--- src/design/msh_pkg.sv ---
`timescale 1ns / 1ps
// ----------------------------------------------------------------------------
// msh_pkg
// Shared types and constants for the multi-algorithm string hash.
// ----------------------------------------------------------------------------
package msh_pkg;

    localparam int HASH_W = 32;

    // algorithm select codes
    localparam logic [3:0] ALG_RS    = 4'd0;
    localparam logic [3:0] ALG_JS    = 4'd1;
    localparam logic [3:0] ALG_PJW   = 4'd2;
    localparam logic [3:0] ALG_ELF   = 4'd3;
    localparam logic [3:0] ALG_BKDR  = 4'd4;
    localparam logic [3:0] ALG_SDBM  = 4'd5;
    localparam logic [3:0] ALG_DJB   = 4'd6;
    localparam logic [3:0] ALG_DEK   = 4'd7;
    localparam logic [3:0] ALG_BP    = 4'd8;
    localparam logic [3:0] ALG_FNV   = 4'd9;
    localparam logic [3:0] ALG_AP    = 4'd10;
    localparam logic [3:0] ALG_SHXOR = 4'd11;

    // configuration register indexes
    localparam logic CFG_ALGORITHM = 1'b0;
    localparam logic CFG_SEED      = 1'b1;

    localparam logic [31:0] RS_B_CONST      = 32'd378551;
    localparam logic [31:0] RS_A_INIT       = 32'd63689;
    localparam logic [31:0] JS_INIT         = 32'd1315423911;
    localparam logic [31:0] BKDR_SEED_RESET = 32'd131;
    localparam logic [31:0] DJB_INIT        = 32'd5381;
    localparam logic [31:0] FNV_MULT        = 32'h811C_9DC5;
    localparam logic [31:0] AP_INIT         = 32'hAAAA_AAAA;

    typedef struct packed {
        logic [31:0] string_length;
        logic        empty_string;
        logic        last_byte;
        logic        first_byte;
        logic [7:0]  data_byte;
    } msh_item_t;

    typedef struct packed {
        logic [31:0] running_hash;
        logic [31:0] rs_multiplier;
        logic        byte_parity;
    } msh_state_t;

endpackage

--- src/design/msh_step.sv ---
`timescale 1ns / 1ps
// ----------------------------------------------------------------------------
// msh_step
// One-byte update of the running hash for all algorithms, with string start
// and empty-string handling. One shared multiplier serves RS, BKDR, FNV, AP.
// ----------------------------------------------------------------------------
module msh_step (
    input  msh_pkg::msh_item_t  item,
    input  logic [3:0]          hash_algorithm,
    input  logic [31:0]         multiplier_seed,
    input  msh_pkg::msh_state_t state_cur,
    output msh_pkg::msh_state_t state_next,
    output logic [31:0]         hash_out,
    output logic                emits
);
    import msh_pkg::*;

    logic [31:0] init_hash;
    logic [31:0] h;
    logic [31:0] rsm;
    logic        parity;
    logic [31:0] c;
    logic [31:0] mul_a;
    logic [31:0] mul_b;
    logic [31:0] prod;
    logic [31:0] shl4;
    logic [31:0] shx;
    logic [31:0] h_new;

    always_comb
    begin
        unique case (hash_algorithm)
            ALG_JS:  init_hash = JS_INIT;
            ALG_DJB: init_hash = DJB_INIT;
            ALG_DEK: init_hash = item.string_length;
            ALG_AP:  init_hash = AP_INIT;
            default: init_hash = '0;
        endcase
    end

    // a start of string reloads the state before the byte is applied
    assign h      = item.first_byte ? init_hash : state_cur.running_hash;
    assign rsm    = item.first_byte ? RS_A_INIT : state_cur.rs_multiplier;
    assign parity = item.first_byte ? 1'b0 : state_cur.byte_parity;
    assign c      = {24'd0, item.data_byte};

    always_comb
    begin
        unique case (hash_algorithm)
            ALG_RS:
            begin
                mul_a = h;
                mul_b = rsm;
            end
            ALG_BKDR:
            begin
                mul_a = h;
                mul_b = multiplier_seed;
            end
            ALG_FNV:
            begin
                mul_a = h;
                mul_b = FNV_MULT;
            end
            ALG_AP:
            begin
                mul_a = {3'd0, h[31:3]};
                mul_b = c;
            end
            default:
            begin
                mul_a = h;
                mul_b = '0;
            end
        endcase
    end

    assign prod = mul_a * mul_b;   // low word only

    // PJW and ELF agree: fold top nibble into bits 7:4, then clear it
    assign shl4 = {h[27:0], 4'd0} + c;
    assign shx  = h ^ {28'd0, h[31:28]};

    always_comb
    begin
        unique case (hash_algorithm)
            ALG_RS:    h_new = prod + c;
            ALG_JS:    h_new = h ^ ({h[26:0], 5'd0} + c + {2'd0, h[31:2]});
            ALG_PJW,
            ALG_ELF:   h_new = {4'd0, shl4[27:8], shl4[7:4] ^ shl4[31:28], shl4[3:0]};
            ALG_BKDR:  h_new = prod + c;
            ALG_SDBM:  h_new = c + {h[25:0], 6'd0} + {h[15:0], 16'd0} - h;
            ALG_DJB:   h_new = {h[26:0], 5'd0} + h + c;
            ALG_DEK:   h_new = {h[26:0], 5'd0} ^ {27'd0, h[31:27]} ^ c;
            ALG_BP:    h_new = {h[24:0], 7'd0} ^ c;
            ALG_FNV:   h_new = prod ^ c;
            ALG_AP:
            begin
                if (!parity)
                    h_new = h ^ ({h[24:0], 7'd0} ^ prod);
                else
                    h_new = h ^ ~(({h[20:0], 11'd0} + c) ^ {5'd0, h[31:5]});
            end
            ALG_SHXOR: h_new = {shx[27:0], 4'd0} ^ c;
            default:   h_new = h;
        endcase
    end

    always_comb
    begin
        if (item.empty_string)
        begin
            state_next.running_hash  = init_hash;
            state_next.rs_multiplier = RS_A_INIT;
            state_next.byte_parity   = 1'b0;
            hash_out                 = init_hash;
        end
        else
        begin
            state_next.running_hash  = h_new;
            state_next.rs_multiplier = rsm * RS_B_CONST;
            state_next.byte_parity   = ~parity;
            hash_out                 = h_new;
        end
    end

    assign emits = item.empty_string | item.last_byte;

endmodule

--- src/design/multi_algorithm_string_hash.sv ---
`timescale 1ns / 1ps
// Datapath: input register, combinational hash step, 2-entry result buffer.
// Throughput: one byte per cycle while the result buffer has room or the byte
// ends no string; the hash step sits between the input register and buffer.
// Reset (rst_n low, async): state to RS defaults, algorithm 0, seed 131,
// no beats in flight.
// ----------------------------------------------------------------------------
// multi_algorithm_string_hash
// Byte-streamed 32-bit string hash with twelve selectable algorithms.
// ----------------------------------------------------------------------------
module multi_algorithm_string_hash (
    input  logic        clk,
    input  logic        rst_n,
    // config write channel
    input  logic        cfg_valid,
    output logic        cfg_ready,
    input  logic        cfg_index,
    input  logic [31:0] cfg_data,
    // byte input
    input  logic        s_tvalid,
    output logic        s_tready,
    input  logic [39:0] s_tdata,   // [7:0] data_byte, [39:8] string_length
    input  logic [1:0]  s_tuser,   // [0] first_byte, [1] empty_string
    input  logic        s_tlast,   // last_byte
    // hash output
    output logic        m_tvalid,
    input  logic        m_tready,
    output logic [31:0] m_tdata    // [31:0] hash_value
);
    import msh_pkg::*;

    logic [3:0]  hash_algorithm_reg;
    logic [31:0] multiplier_seed_reg;

    msh_item_t   in_item;
    msh_item_t   in_data_reg;
    logic        in_valid_reg;

    msh_state_t  state_reg;
    msh_state_t  state_next;
    logic [31:0] hash_out;
    logic        emits;

    logic [31:0] fifo_mem_reg [2];
    logic        wr_ptr_reg;
    logic        rd_ptr_reg;
    logic [1:0]  count_reg;
    logic [1:0]  count_next;
    logic        fifo_room;
    logic        advance;
    logic        push;
    logic        pop;

    assign cfg_ready = 1'b1;

    always_ff @(posedge clk or negedge rst_n)
    begin
        if (!rst_n)
        begin
            hash_algorithm_reg  <= ALG_RS;
            multiplier_seed_reg <= BKDR_SEED_RESET;
        end
        else if (cfg_valid)
        begin
            unique case (cfg_index)
                CFG_ALGORITHM: hash_algorithm_reg  <= cfg_data[3:0];
                CFG_SEED:      multiplier_seed_reg <= cfg_data;
                default:       ;
            endcase
        end
    end

    assign in_item.data_byte     = s_tdata[7:0];
    assign in_item.string_length = s_tdata[39:8];
    assign in_item.first_byte    = s_tuser[0];
    assign in_item.empty_string  = s_tuser[1];
    assign in_item.last_byte     = s_tlast;

    assign fifo_room = (count_reg != 2'd2);
    assign advance   = in_valid_reg && (fifo_room || !emits);
    assign s_tready  = !in_valid_reg || advance;

    always_ff @(posedge clk or negedge rst_n)
    begin
        if (!rst_n)
            in_valid_reg <= 1'b0;
        else if (s_tready)
            in_valid_reg <= s_tvalid;
    end

    always_ff @(posedge clk)
    begin
        if (s_tvalid && s_tready)
            in_data_reg <= in_item;
    end

    msh_step u_step (
        .item            (in_data_reg),
        .hash_algorithm  (hash_algorithm_reg),
        .multiplier_seed (multiplier_seed_reg),
        .state_cur       (state_reg),
        .state_next      (state_next),
        .hash_out        (hash_out),
        .emits           (emits)
    );

    always_ff @(posedge clk or negedge rst_n)
    begin
        if (!rst_n)
        begin
            state_reg.running_hash  <= '0;
            state_reg.rs_multiplier <= RS_A_INIT;
            state_reg.byte_parity   <= 1'b0;
        end
        else if (advance)
        begin
            state_reg <= state_next;
        end
    end

    // two-entry result buffer decouples m_tready from s_tready
    assign push = advance && emits;
    assign pop  = m_tvalid && m_tready;

    always_comb
    begin
        count_next = count_reg;
        if (push && !pop)
            count_next = count_reg + 2'd1;
        else if (pop && !push)
            count_next = count_reg - 2'd1;
    end

    always_ff @(posedge clk or negedge rst_n)
    begin
        if (!rst_n)
        begin
            wr_ptr_reg <= 1'b0;
            rd_ptr_reg <= 1'b0;
            count_reg  <= 2'd0;
        end
        else
        begin
            count_reg <= count_next;
            if (push)
                wr_ptr_reg <= ~wr_ptr_reg;
            if (pop)
                rd_ptr_reg <= ~rd_ptr_reg;
        end
    end

    always_ff @(posedge clk)
    begin
        if (push)
            fifo_mem_reg[wr_ptr_reg] <= hash_out;
    end

    assign m_tvalid = (count_reg != 2'd0);
    assign m_tdata  = fifo_mem_reg[rd_ptr_reg];

endmodule

--- config.mk ---
export PLATFORM = sky130hd
export DESIGN_NAME = multi_algorithm_string_hash
export DESIGN_NICKNAME = d
export VERILOG_FILES = /design/src/design/msh_pkg.sv /design/src/design/msh_step.sv /design/src/design/multi_algorithm_string_hash.sv
export SDC_FILE = /design/constraint.sdc
export NUM_CORES = 2
export LEC_CHECK = 0
export BUFFER_PORTS_ARGS = -buffer_cell sky130_fd_sc_hd__buf_2
export CAP_MARGIN = 20
export CORE_ASPECT_RATIO = 1.1
export CORE_MARGIN = 1.5
export CORE_UTILIZATION = 55
export DETAILED_ROUTE_END_ITERATION = 6
export PLACE_DENSITY = 0.72
export SYNTH_ARGS = -nofsm -noshare
export SYNTH_HDL_FRONTEND = slang
export SYNTH_HIERARCHICAL = 1
export SYNTH_SLANG_ARGS = --single-unit
export TNS_END_PERCENT = 5
--- constraint.sdc ---
create_clock -name clk -period 23.5 [get_ports clk]
set_input_delay 0 -clock clk [delete_from_list [all_inputs] [get_ports clk]]
set_output_delay 0 -clock clk [all_outputs]
set_load 0.1 [all_outputs]
======== After elaboration in Yosys (flattened, before gate mapping) ========
Memories as Yosys holds them, arrays and structs flattened.
Cells that the tools add are included.
word-level totals
  register bits after elaboration ......... 149
  bits in writable memories ............... 64
  input bits .............................. 81
  memories ................................ 1
operators by class
  $add $sub $neg .......................... 12
  multipliers ............................. 2
  equal/unequal tests ..................... 12
  muxes and demuxes ....................... 14
  bitwise operators ....................... 18
  reductions and logical operators ........ 19
memories
  name          words  bits a word  read ports  clocked after memory_dff  write ports  line                               source
  fifo_mem_reg  2      32           1           0                         1            multi_algorithm_string_hash.sv:44  logic [31:0] fifo_mem_reg [2];
operator list
  operator                                                                number
  32-bit one-hot mux with 10 select lines                                 1
  32-bit one-hot mux with 4 select lines                                  2
  32-bit by 8-bit adder with 32-bit output                                5
  32-bit two-way mux                                                      5
  32-bit XOR                                                              4
  32-bit by 8-bit XOR with 32-bit output                                  4
  65-bit two-way mux                                                      1
  32-bit adder                                                            2
  32-bit by 30-bit adder with 32-bit output                               1
  8-bit by 32-bit adder with 32-bit output                                1
  32-bit by 19-bit multiplier with 32-bit output (second input constant)  1
  32-bit by 32-bit multiplier with 32-bit output                          1
  32-bit NOT                                                              1
  32-bit subtractor                                                       1
  32-bit by 27-bit XOR with 32-bit output                                 1
  32-bit by 5-bit XOR with 32-bit output                                  1
  28-bit by 4-bit XOR with 28-bit output                                  1
  4-bit by 3-bit == test with 1-bit output (second input constant)        4
  4-bit == test (second input constant)                                   4
  4-bit by 2-bit == test with 1-bit output (second input constant)        2
  1-bit logical AND                                                       6
  4-bit by 1-bit == test with 1-bit output (second input constant)        1
  1-bit zero test                                                         4
  4-bit zero test                                                         1
  12 further kinds                                                        22

======== Depth between registers and ports, before layout ========
  depth in word-level cells ............... 10
  gate-level depth with buffers ........... 43
  mapped depth without buffers ............ 34

======== Cells and area by module ========
The synthesis kept the hierarchy.
modules (own cells, without submodules)
  module                       times used  cells each  area each (um^2)
  msh_step                     1           4543        36926.7
  multi_algorithm_string_hash  1           382         7866.3

======== Worst setup path before layout ========
Ideal clock, no wire load.
  kind .................................... reg2reg
  start ................................... register in_data_reg[8] in the netlist's numbering
  end ..................................... register state_reg[63] in the netlist's numbering
  library setup time ...................... 0.125 ns
  data arrival time ....................... 10.202 ns
  data required time ...................... 23.375 ns
  setup slack ............................. 13.173 ns
  cell stages (with the launch flop) ...... 41
  path buffers ............................ 11
  clock period less this slack ............ 10.327 ns
  cells stage by stage .................... edfxtp_1 > buf_2 > buf_4 > buf_4 > buf_2 > buf_2 > buf_4 > buf_2 > buf_2 > clkbuf_1 > nor2b_1 > a21oi_1 > clkbuf_1 > nor2_1 > fa_1 > fa_1 > fa_1 > inv_1 > [5 not listed] > inv_1 > fa_1 > fa_1 > ha_1 > o21a_1 > o21ai_0 > nand2b_1 > o311a_1 > o21a_1 > o311ai_1 > nand3_1 > nand4b_1 > nor3_1 > nand3b_1 > a41oi_1 > a211o_1 > buf_4 > mux2_4
RTL lines
  what                    line                                source
  from (decl)             multi_algorithm_string_hash.sv:36   msh_item_t in_data_reg;
  from (signal assigned)  multi_algorithm_string_hash.sv:94   in_data_reg <= in_item;
  to (signal assigned)    multi_algorithm_string_hash.sv:117  state_reg <= state_next;
  to (decl)               multi_algorithm_string_hash.sv:39   msh_state_t state_reg;

======== Final worst setup path ========
  start ................................... register hash_algorithm_reg[1]
  end ..................................... register state_reg[62] in the netlist's numbering
on the way
  cells in the longest elaborated chain, start to end .. 10
  elaborated cells between the ends (all ways) .. 43
ends and longest elaborated chain
  what                                                                                                    line                               source
  from (decl)                                                                                             multi_algorithm_string_hash.sv:32  logic [3:0] hash_algorithm_reg;
  from (signal assigned)                                                                                  multi_algorithm_string_hash.sv:66  CFG_ALGORITHM: hash_algorithm_reg <= cfg_data[3:0];
  parallel branches: the longest is 9 deep, another holds 32-bit by 32-bit multiplier with 32-bit output  n/a
  65-bit two-way mux (*)                                                                                  msh_step.sv:111                    if (item.empty_string)
Every way passes the cells marked *.
A chain may end at the register's enable or synchronous reset.

==> run summary <==
The most used flip-flop cell after synthesis is sky130_fd_sc_hd__edfxtp_1. For this run, the number of Yosys warnings is 6. The worst hold slack came out at 0.0265 ns. The net count after synthesis is 6085.

The count of max-cap constraint violations came out at 0. The flow ran to the end, but the final reports show violations. The proportion of synthesized flip-flops having asynchronous set or reset is 0.498. The floorplan has 109 rows.

In this run the horizontal extent of the chip is 275 um. The largest individual stage delay along the critical path comes from the cell sky130_fd_sc_hd__dfrtp_2. The flip-flop count of the largest register after layout came out at 65. The count of buffers from port buffering came out at 114.

The initial core utilization is 0.557. The distinct cell type count after synthesis is 110. The setup path with the least slack is of type flip-flop to flip-flop. The via count of the first global-routing pass is 39.2k. Of the synthesized area, sequential elements account for 0.131. STA classifies the critical path endpoint as a flip-flop. Setup repair after global routing left no endpoint under its margin.

The maximum root-to-sink buffer count came out at 3. The post-cts repair resize count came out at 0. The first global-routing pass estimated 253000 um of wire.

In this run, synthesis inferred 107 flip-flops with an integrated enable. The residual antenna-violating net count after detailed routing came out at 0. The detailed-route vias per instance is 6.35. TritonCTS built the clock tree. For this run, the detailed router's first-pass iteration total came to 7. The number of cell instances on the worst register-to-register path came out at 31. The number of endpoints with negative hold slack in the final report is 0. Of the post-synthesis cell area, the dominant cell type holds 0.283. The cell area that synthesis handed to floorplanning was 0.0448 mm^2. In the final routed layout, each cell accounts on average for 27.8 um. The startpoint identified for the worst register-to-register timing path is hash_algorithm_reg[1]. The transition time at the pin with the least slew margin came out at 1.19 ns. At the later pin of the worst-skew pair, clock insertion delay measures 0.61 ns. After synthesis, the mean cell area works out to 9.10 um^2. After legalization and detailed placement, the total HPWL measured 132000 um.

The largest fanout on the critical path is 45. The synthesized instance count came out at 4925. STA classifies the critical path startpoint as a flip-flop. The core outline area came out at 0.0805 mm^2. The maximum number of pins on one net before global-route repair is 120. The worst register-to-register path ends at state_reg[62]. The die outline height came out at 302 um.

The fraction of the cycle the final worst path needs came out at 0.491. In this run the clock root is driven by a sky130_fd_sc_hd__clkbuf_16. The total length of routed wires is 170000 um.

The global router's overall resource usage came out at 0.415. After global routing the overflow that remains totals 0. The number of H-tree levels is 1. Headroom to the max-slew limit came out at 0.200.

The synthesis-to-finish area growth came out at 7.81%. The setup slack of the worst register-to-register path is 11.95 ns. The die covers 0.0832 mm^2. The endpoint required time on the critical path came out at 23.98 ns. For this block, the initial DRC count from the detailed router was 4960. In this run the worst hold path is classified as input pin to async pin. By instance count, the cell type seen most on the critical path is sky130_fd_sc_hd__fa_1.

The vias after detailed routing is 38.9k. The initial antenna violation count is 3. In the post-synthesis netlist, the biggest area contributors are sky130_fd_sc_hd__fa_1, sky130_fd_sc_hd__ha_1, sky130_fd_sc_hd__edfxtp_1.

The critical path's largest stage delay is 0.93 ns. The filler-free cell count of the finished design is 6114. Data on the critical path arrives at its endpoint at 12.03 ns. The final setup violation count is 0. The post-layout minimum cycle time came out at 11.55 ns. The checks that failed: design-rule violations. In the layout the commonest cells are sky130_fd_sc_hd__inv_1, sky130_fd_sc_hd__fa_1, sky130_fd_sc_hd__nor2_1. The leading cell type in the layout, fill and taps excluded is sky130_fd_sc_hd__inv_1.

The maximum achievable frequency came out at 86.6 MHz. During I/O placement, the number of pins put on the boundary was 116. The final weighted congestion in routability-driven placement came out at 1.06. Synthesis inferred 213 register bits. The cell type with the highest aggregate area in the netlist is sky130_fd_sc_hd__fa_1.

The number of nets in the layout is 6197. For this design, the sink count on the clock tree is 213. After clock tree synthesis, the clock-pin slew on the worst setup and hold paths is 0.06 ns. The number of buffers created by CTS came out at 27.

After routing, the total negative slack on setup checks comes to 0 ns. Of the cells placed in the final design, the portion with a size suffix greater than 1 is 0.103. The setup clock skew after layout is 0.0203 ns. The residual DRC count is 4.

The count of final max-slew check failures came to 0. The number of instances in the placed design is 5978.
-- area by class of cell --
class / count / area (um^2)
timing repair buffer: 319 / 2360
multi-input combinational: 3698 / 34900
clock inverter: 19 / 183
clock buffer: 31 / 701
tap: 1054 / 1320
sequential: 213 / 5880
inverter: 778 / 2920
antenna: 2 / 5.00
fill: 7026 / 32200
-- per-stage QoR --
step,util,cell area [um^2],setup slack [ns]
final,0.600,48300,11.95
after CTS,0.600,48200,12.20
after global placement,0.578,46500,12.24
after floorplan,-,44800,13.17
after detailed placement,0.578,46500,12.27
after global routing,0.600,48300,11.52
-- critical path, delay by kind of cell, from the launching register on --
kind	cells	cell delay, ns
mux	2	0.52
xor+xnor	2	0.94
flops	1	0.93
buf+inv	3	0.38
compound gates	5	1.91
simple gates	10	2.63
fa+ha+maj	9	4.06
-- kinds of logic after synthesis --
kind of cell,after synthesis,share of synthesized area
AO/OA/AOI/OAI,905,0.133
XOR/XNOR,305,0.0623
other,1,0.0000837
buffers and inverters,1014,0.0923
flip-flops,213,0.131
AND/OR/NAND/NOR,1237,0.127
multiplexers,171,0.0467
adder cells (fa/ha/maj),1079,0.407
-- per-layer routing --
layer | global-route usage | routed length (um) | vias up
li1 | - | - | 16495
met1 | 0.556 | 64600 | 19007
met2 | 0.613 | 71800 | 2668
met3 | 0.105 | 20800 | 683
met4 | 0.233 | 12600 | 0
met5 | 0 | 0 | -
-- worst max-delay path by stage --
stage                     cells past startpoint  slack, ns       endpoint             startpoint
after CTS                                    31      12.20  state_reg[64]  hash_algorithm_reg[1]
final                                        31      11.95  state_reg[62]  hash_algorithm_reg[1]
after global placement                       31      12.24  state_reg[64]  hash_algorithm_reg[1]
after detailed placement                     31      12.27  state_reg[64]  hash_algorithm_reg[1]
after floorplan                              40      13.17  state_reg[63]         in_data_reg[8]
after global routing                         32      11.52  state_reg[64]  hash_algorithm_reg[3]
-- Yosys cell counts, types with 11 or more instances --
cell type / instances
sky130_fd_sc_hd__buf_4: 45
sky130_fd_sc_hd__a221oi_1: 39
sky130_fd_sc_hd__dfstp_2: 12
sky130_fd_sc_hd__a22oi_1: 28
sky130_fd_sc_hd__a2111oi_0: 11
sky130_fd_sc_hd__mux2_2: 92
sky130_fd_sc_hd__mux2_4: 51
sky130_fd_sc_hd__a211oi_1: 46
sky130_fd_sc_hd__o21a_1: 38
sky130_fd_sc_hd__nand3_1: 47
sky130_fd_sc_hd__fa_1: 633
sky130_fd_sc_hd__o211ai_1: 23
sky130_fd_sc_hd__and3_1: 19
sky130_fd_sc_hd__or3_1: 20
sky130_fd_sc_hd__nor3_1: 52
sky130_fd_sc_hd__nand2_1: 354
sky130_fd_sc_hd__a21oi_1: 237
sky130_fd_sc_hd__nor2_1: 491
sky130_fd_sc_hd__dfrtp_1: 94
sky130_fd_sc_hd__a21o_1: 76
sky130_fd_sc_hd__o21bai_1: 15
sky130_fd_sc_hd__xnor2_1: 233
sky130_fd_sc_hd__or2_2: 21
sky130_fd_sc_hd__nor2b_1: 61
sky130_fd_sc_hd__o21ai_0: 162
sky130_fd_sc_hd__inv_1: 769
sky130_fd_sc_hd__and2_1: 23
sky130_fd_sc_hd__o22ai_1: 28
sky130_fd_sc_hd__clkbuf_1: 125
sky130_fd_sc_hd__nand2b_1: 62
sky130_fd_sc_hd__ha_1: 446
sky130_fd_sc_hd__xor2_1: 63
sky130_fd_sc_hd__o31ai_1: 15
sky130_fd_sc_hd__buf_1: 19
sky130_fd_sc_hd__buf_2: 37
sky130_fd_sc_hd__o21ai_1: 20
sky130_fd_sc_hd__mux2i_1: 25
sky130_fd_sc_hd__a31oi_1: 31
sky130_fd_sc_hd__o221ai_1: 31
sky130_fd_sc_hd__nand4_1: 22
sky130_fd_sc_hd__edfxtp_1: 107
-- what timing repair did --
item,4_1_cts,5_1_grt
buffers inserted,0,0
hold endpoints to repair,125,0
hold buffers,81,0
Power is not shown: default switching activity piles up to over one toggle a cycle in this logic, so the estimate is an artifact.
